$ cat src/hdl/ffba_pkg.sv
// ffba_pkg: shared types, codes and sizes for the first-fit block allocator
// no dependencies; imported by every module of the block

package ffba_pkg;

  localparam int unsigned MAX_BLOCKS   = 64;
  localparam int unsigned HEADER_BYTES = 32;
  localparam int unsigned IDX_W        = $clog2(MAX_BLOCKS);
  localparam int unsigned CNT_W        = $clog2(MAX_BLOCKS + 1);

  localparam logic [31:0] HEADER_ADD     = 32'(HEADER_BYTES);
  localparam logic [31:0] HEAP_BASE_RST  = 32'd0;
  localparam logic [31:0] HEAP_LIMIT_RST = 32'd65536;

  // request actions
  localparam logic [1:0] ACT_ALLOC  = 2'd0;
  localparam logic [1:0] ACT_FREE   = 2'd1;
  localparam logic [1:0] ACT_RESIZE = 2'd2;

  // result status codes
  localparam logic [1:0] ST_OK         = 2'd0;
  localparam logic [1:0] ST_NO_HEAP    = 2'd1;
  localparam logic [1:0] ST_TABLE_FULL = 2'd2;
  localparam logic [1:0] ST_UNKNOWN    = 2'd3;

  // configuration register indexes
  localparam logic REG_HEAP_BASE  = 1'b0;
  localparam logic REG_HEAP_LIMIT = 1'b1;

  typedef struct packed {
    logic [1:0]  action;
    logic [31:0] request_size;
    logic [31:0] block_address;
  } in_item_t;

  typedef struct packed {
    logic [1:0]  status;
    logic [31:0] data_address;
    logic [31:0] copy_source;
    logic [31:0] copy_length;
  } out_item_t;

  typedef struct packed {
    logic [31:0] start;
    logic [31:0] size;
    logic        free;
  } entry_t;

  // which fields the result carries
  typedef enum logic [1:0] {
    OUT_NONE,
    OUT_DATA,
    OUT_KEEP,
    OUT_MOVE
  } out_kind_t;

  typedef struct packed {
    logic       load;
    logic       scan_start;
    logic       scan_en;
    logic       scan_fit;
    logic       save_old;
    logic       wr_reuse;
    logic       wr_append;
    logic       wr_free_hit;
    logic       wr_free_old;
    logic       finish;
    out_kind_t  kind;
    logic [1:0] status;
  } ffba_cmd_t;

  typedef struct packed {
    logic hit;
    logic exhausted;
    logic fits_old;
    logic no_heap;
    logic table_full;
  } ffba_sts_t;

  typedef struct packed {
    logic        base_wr;
    logic [31:0] base;
    logic [31:0] limit;
  } ffba_cfg_t;

endpackage

$ cat src/hdl/ffba_ctrl.sv
// ffba_ctrl: request sequencer for the allocator (lookup, fit scan, growth)
// depends on ffba_pkg; commands ffba_dpath and reads its status

module ffba_ctrl
  import ffba_pkg::*;
(
  input  logic       clk,
  input  logic       rst_n,
  input  logic       start,
  input  logic [1:0] action,
  input  logic       addr_zero,
  input  ffba_sts_t  sts,
  output ffba_cmd_t  cmd,
  output logic       busy
);

  typedef enum logic [2:0] {
    S_IDLE,
    S_LOOKUP,
    S_FIT,
    S_GROW,
    S_DONE
  } state_t;

  state_t     state_r, state_nxt;
  logic [1:0] act_r, act_nxt;
  logic       moving_r, moving_nxt;

  always_comb begin
    state_nxt  = state_r;
    act_nxt    = act_r;
    moving_nxt = moving_r;
    cmd        = '0;
    cmd.kind   = OUT_NONE;
    cmd.status = ST_OK;
    unique case (state_r)
      S_IDLE: begin
        if (start) begin
          cmd.load   = 1'b1;
          act_nxt    = action;
          moving_nxt = 1'b0;
          priority if (action == ACT_ALLOC || (action == ACT_RESIZE && addr_zero)) begin
            cmd.scan_start = 1'b1;
            state_nxt      = S_FIT;
          end else if ((action == ACT_FREE || action == ACT_RESIZE) && !addr_zero) begin
            cmd.scan_start = 1'b1;
            state_nxt      = S_LOOKUP;
          end else begin
            // free of address zero or an unused action code
            cmd.finish = 1'b1;
          end
        end
      end
      S_LOOKUP: begin
        cmd.scan_en = 1'b1;
        if (sts.hit) begin
          if (act_r == ACT_FREE) begin
            cmd.wr_free_hit = 1'b1;
            cmd.finish      = 1'b1;
            state_nxt       = S_IDLE;
          end else begin
            cmd.save_old = 1'b1;
            if (sts.fits_old) begin
              cmd.finish = 1'b1;
              cmd.kind   = OUT_KEEP;
              state_nxt  = S_IDLE;
            end else begin
              cmd.scan_start = 1'b1;
              moving_nxt     = 1'b1;
              state_nxt      = S_FIT;
            end
          end
        end else if (sts.exhausted) begin
          cmd.finish = 1'b1;
          cmd.status = ST_UNKNOWN;
          state_nxt  = S_IDLE;
        end
      end
      S_FIT: begin
        cmd.scan_en  = 1'b1;
        cmd.scan_fit = 1'b1;
        if (sts.hit) begin
          cmd.wr_reuse = 1'b1;
          state_nxt    = S_DONE;
        end else if (sts.exhausted) begin
          state_nxt = S_GROW;
        end
      end
      S_GROW: begin
        // heap limit is checked before the table size
        priority if (sts.no_heap) begin
          cmd.finish = 1'b1;
          cmd.status = ST_NO_HEAP;
          state_nxt  = S_IDLE;
        end else if (sts.table_full) begin
          cmd.finish = 1'b1;
          cmd.status = ST_TABLE_FULL;
          state_nxt  = S_IDLE;
        end else begin
          cmd.wr_append = 1'b1;
          state_nxt     = S_DONE;
        end
      end
      S_DONE: begin
        cmd.finish = 1'b1;
        if (moving_r) begin
          cmd.wr_free_old = 1'b1;
          cmd.kind        = OUT_MOVE;
        end else begin
          cmd.kind = OUT_DATA;
        end
        state_nxt = S_IDLE;
      end
      default: state_nxt = S_IDLE;
    endcase
  end

  always_ff @(posedge clk) begin
    if (!rst_n) begin
      state_r  <= S_IDLE;
      act_r    <= ACT_ALLOC;
      moving_r <= 1'b0;
    end else begin
      state_r  <= state_nxt;
      act_r    <= act_nxt;
      moving_r <= moving_nxt;
    end
  end

  assign busy = (state_r != S_IDLE);

endmodule

$ cat config.mk
export PLATFORM = sky130hd
export DESIGN_NAME = ffba_ctrl
export DESIGN_NICKNAME = d
export VERILOG_FILES = /design/src/hdl/ffba_pkg.sv /design/src/hdl/ffba_ctrl.sv
export SDC_FILE = /design/constraint.sdc
export NUM_CORES = 1
export LEC_CHECK = 0
export BUFFER_PORTS_ARGS = -buffer_cell sky130_fd_sc_hd__buf_4
export CORE_AREA = 2 2 39 41
export CTS_BUF_LIST = sky130_fd_sc_hd__clkbuf_8
export DETAILED_ROUTE_END_ITERATION = 10
export DIE_AREA = 0 0 41 43
export HOLD_SLACK_MARGIN = 0.1
export PLACE_DENSITY = 0.73
export SKIP_LAST_GASP = 1
export SLEW_MARGIN = 15
export SYNTH_ARGS = -nofsm -noshare
export SYNTH_HDL_FRONTEND = slang
export SYNTH_SLANG_ARGS = --single-unit
$ cat constraint.sdc
create_clock -name clk -period 1.7 [get_ports clk]
set_clock_uncertainty 0.2 [all_clocks]
set_input_delay 0.085 -clock clk [delete_from_list [all_inputs] [get_ports clk]]
set_output_delay 0.085 -clock clk [all_outputs]
set_load 0.01 [all_outputs]
==> impl_metrics.tcl <==
set metrics [dict create \
    grt_pass1_vias 585 \
    routabilityCongestion 0.821 \
    dp_hpwl_mm 1.12 \
    antenna_cells 0 \
    p_leak_nw 0.448 \
    cts_sinks 6 \
    die_width_um 41 \
    grt_setup_unrepaired "true" \
    seq_area_frac_synth 0.214 \
    syn_area_um2 561 \
    grt-ovfl-total 0 \
    port_buffers 25 \
    grt_usage 0.199 \
    setup_viol_count_final 0 \
    path_class "flip-flop to output port" \
    end_kind "output port" \
    hold_path_class "primary input to flip-flop" \
    clk_latency_ns 0.22 \
    die_h_um 43 \
    drt_wl_total_mm 1.50 \
    wl_per_cell_um 11.9 \
    rows 14 \
    io_pins 26 \
    cp_cell_sequence "inv_2, nor3_4, and2_4, a21o_1, buf_4" \
    period_needed_ns 1.66 \
    hold_ws_ns 0.103 \
    worst-path-buf-inv 2 \
    critPathRequiredTime_ns 1.41 \
    final_max_slew_viol_count 0 \
    p_total_mw 0.834 \
    synth_cell_types 37 \
    fillerInstances 122 \
    coreArea_um2 1380 \
    syn_inst 75 \
    die_area_um2 1760 \
    cp_top_family "flip-flops" \
    slew_headroom 0.793 \
    ir_drop_mv 0.881 \
    synth.ff_latch_count 6 \
    cap_violations 0 \
    utilization 0.652 \
    worst_slew_pin_slew_ns 0.310 \
    arrival_ns 1.37 \
    drc 0 \
    vias 643 \
    status "finished, final reports clean" \
    root_buffer "clkbuf_8" \
    place_area_um2 759 \
    ys.warnings.count 0 \
    cts_tree "built" \
    postSynthNetCount 88 \
    synth-edff-count 0 \
    tns_ns 0 \
    nNetsFinal 125 \
    cp-start-kind "flip-flop" \
    firstDrtPassIters 6 \
    vias_per_cell 5.10 \
    final_cell_area_um2 902 \
    h-tree-depth 1 \
    hold_viol 0 \
    ant_nets 0 \
    synth_area_per_cell_um2 7.47 \
    grt_max_degree 11 \
    finalCritPeriodShare 0.974 \
    layout-drive-gt1-share 0.409 \
    ys.flop_type "dfxtp_1" \
    initial_core_util 0.405 \
    clkTransAtPathRegs_ns 0.04 \
    powerDensity_nw_per_um2 924 \
    first_iter_violations 21 \
    async_reset_ff_frac 0 \
    grt_pass1_wl_mm 2.42 \
    syn2layout_area_growth_pct 60.9 \
    clock_path_buffers 2 \
    max_stage_delay_ns 0.43 \
    slowest_stage "dfxtp_2" \
    path_max_fanout 7 \
    max_freq_ghz 0.604 \
    antenna_found_initial 0 \
    numCtsBuffers 3 \
]
kinds of logic (layout without fill, tap and decap cells):
| group | after synthesis | after routing | synth area share |
|---|---|---|---|
| AND/OR/NAND/NOR | 35 | 35 | 0.368 |
| XOR/XNOR | 1 | 1 | 0.0156 |
| AO/OA/AOI/OAI | 21 | 21 | 0.268 |
| buffers and inverters | 10 | 45 | 0.0893 |
| adder cells (fa/ha/maj) | 2 | 2 | 0.0446 |
| flip-flops | 6 | 6 | 0.214 |
final cells by class:
class / instances / area, um^2 / share of cell area
inverter: 7 / 26.3 / 0.0291
multi-input combinational: 59 / 402 / 0.445
sequential: 6 / 126 / 0.140
tap: 16 / 20.0 / 0.0222
timing repair buffer: 35 / 287 / 0.318
clock buffer: 3 / 41.3 / 0.0458
metrics by stage:
stage	setup slack [ns]	cells
floorplan	0.320	75
finish	0.0445	126
CTS	0.0223	126
detailed placement	0.155	115
global placement	0.190	115
global route	-0.00683	126
cell usage after synthesis (2+ instances only):
cell type / count / area [um^2]
a21boi_1: 2 / 15.0
a21oi_1: 2 / 10.0
nor2_1: 9 / 33.8
ha_1: 2 / 25.0
dfxtp_1: 6 / 120
nand3b_1: 2 / 15.0
o211ai_1: 2 / 15.0
nand2_1: 10 / 37.5
nor3_2: 2 / 20.0
o21ai_0: 3 / 15.0
inv_2: 2 / 7.51
a21o_1: 2 / 15.0
inv_1: 5 / 18.8
o21ai_1: 3 / 15.0
repair_timing:
item	4_1_cts	5_1_grt
resized for setup	3	4
hold buffers	8	0
setup endpoints to repair	2	1
hold endpoints to repair	6	0
buffers inserted	0	0
final timing paths:
check,start,endpoint,slack [ns],cells past startpoint
setup / recovery,state_r[2]$_SDFFE_PN0P_,cmd[3],0.04,5
hold / removal,sts[4],state_r[2]$_SDFFE_PN0P_,0.10,3
setup reg to reg,state_r[0]$_SDFFE_PN0P_,state_r[1]$_SDFFE_PN0P_,0.24,4
hold reg to reg,act_r[0]$_SDFFE_PN0P_,act_r[0]$_SDFFE_PN0P_,0.25,2
state kept, by name, summed over array words and instances (netlist names):
name	count
act_r	2
moving_r	1
state_r	3
where the power goes:
| group | switching (mW) | internal, mW |
|---|---|---|
| registers | 0.0352 | 0.166 |
| logic | 0.207 | 0.211 |
| clock network | 0.0620 | 0.152 |
cells in the final DEF (no fill, tap or decap), types with 2 or more instances in the layout:
cell and count:
nand3b_1 2, nand2_1 10, o21ai_1 3, o21ai_0 3, buf_4 26, dlygate4sd3_1 8
o211ai_1 2, nor3_4 2, a21boi_1 2, a21oi_1 2, dfxtp_2 2, a21o_1 2
dfxtp_1 3, clkbuf_8 3, inv_1 5, ha_1 2, inv_2 2, nor2_1 9
per-layer routing:
metal	vias up	track usage	wire, um
met2	20	0.347	778
met4	0	0	0
li1	334	-	-
met5	-	0	0
met1	289	0.216	618
met3	0	0.105	106
worst reg2reg max path, delay by kind of cell, from the launching register on:
| kind | cells | cell delay (ns) |
|---|---|---|
| DFF | 1 | 0.37 |
| and+or+nand+nor | 2 | 0.33 |
| AOI/OAI and AO/OA | 2 | 0.45 |
Power figures use the tool's default switching activity.
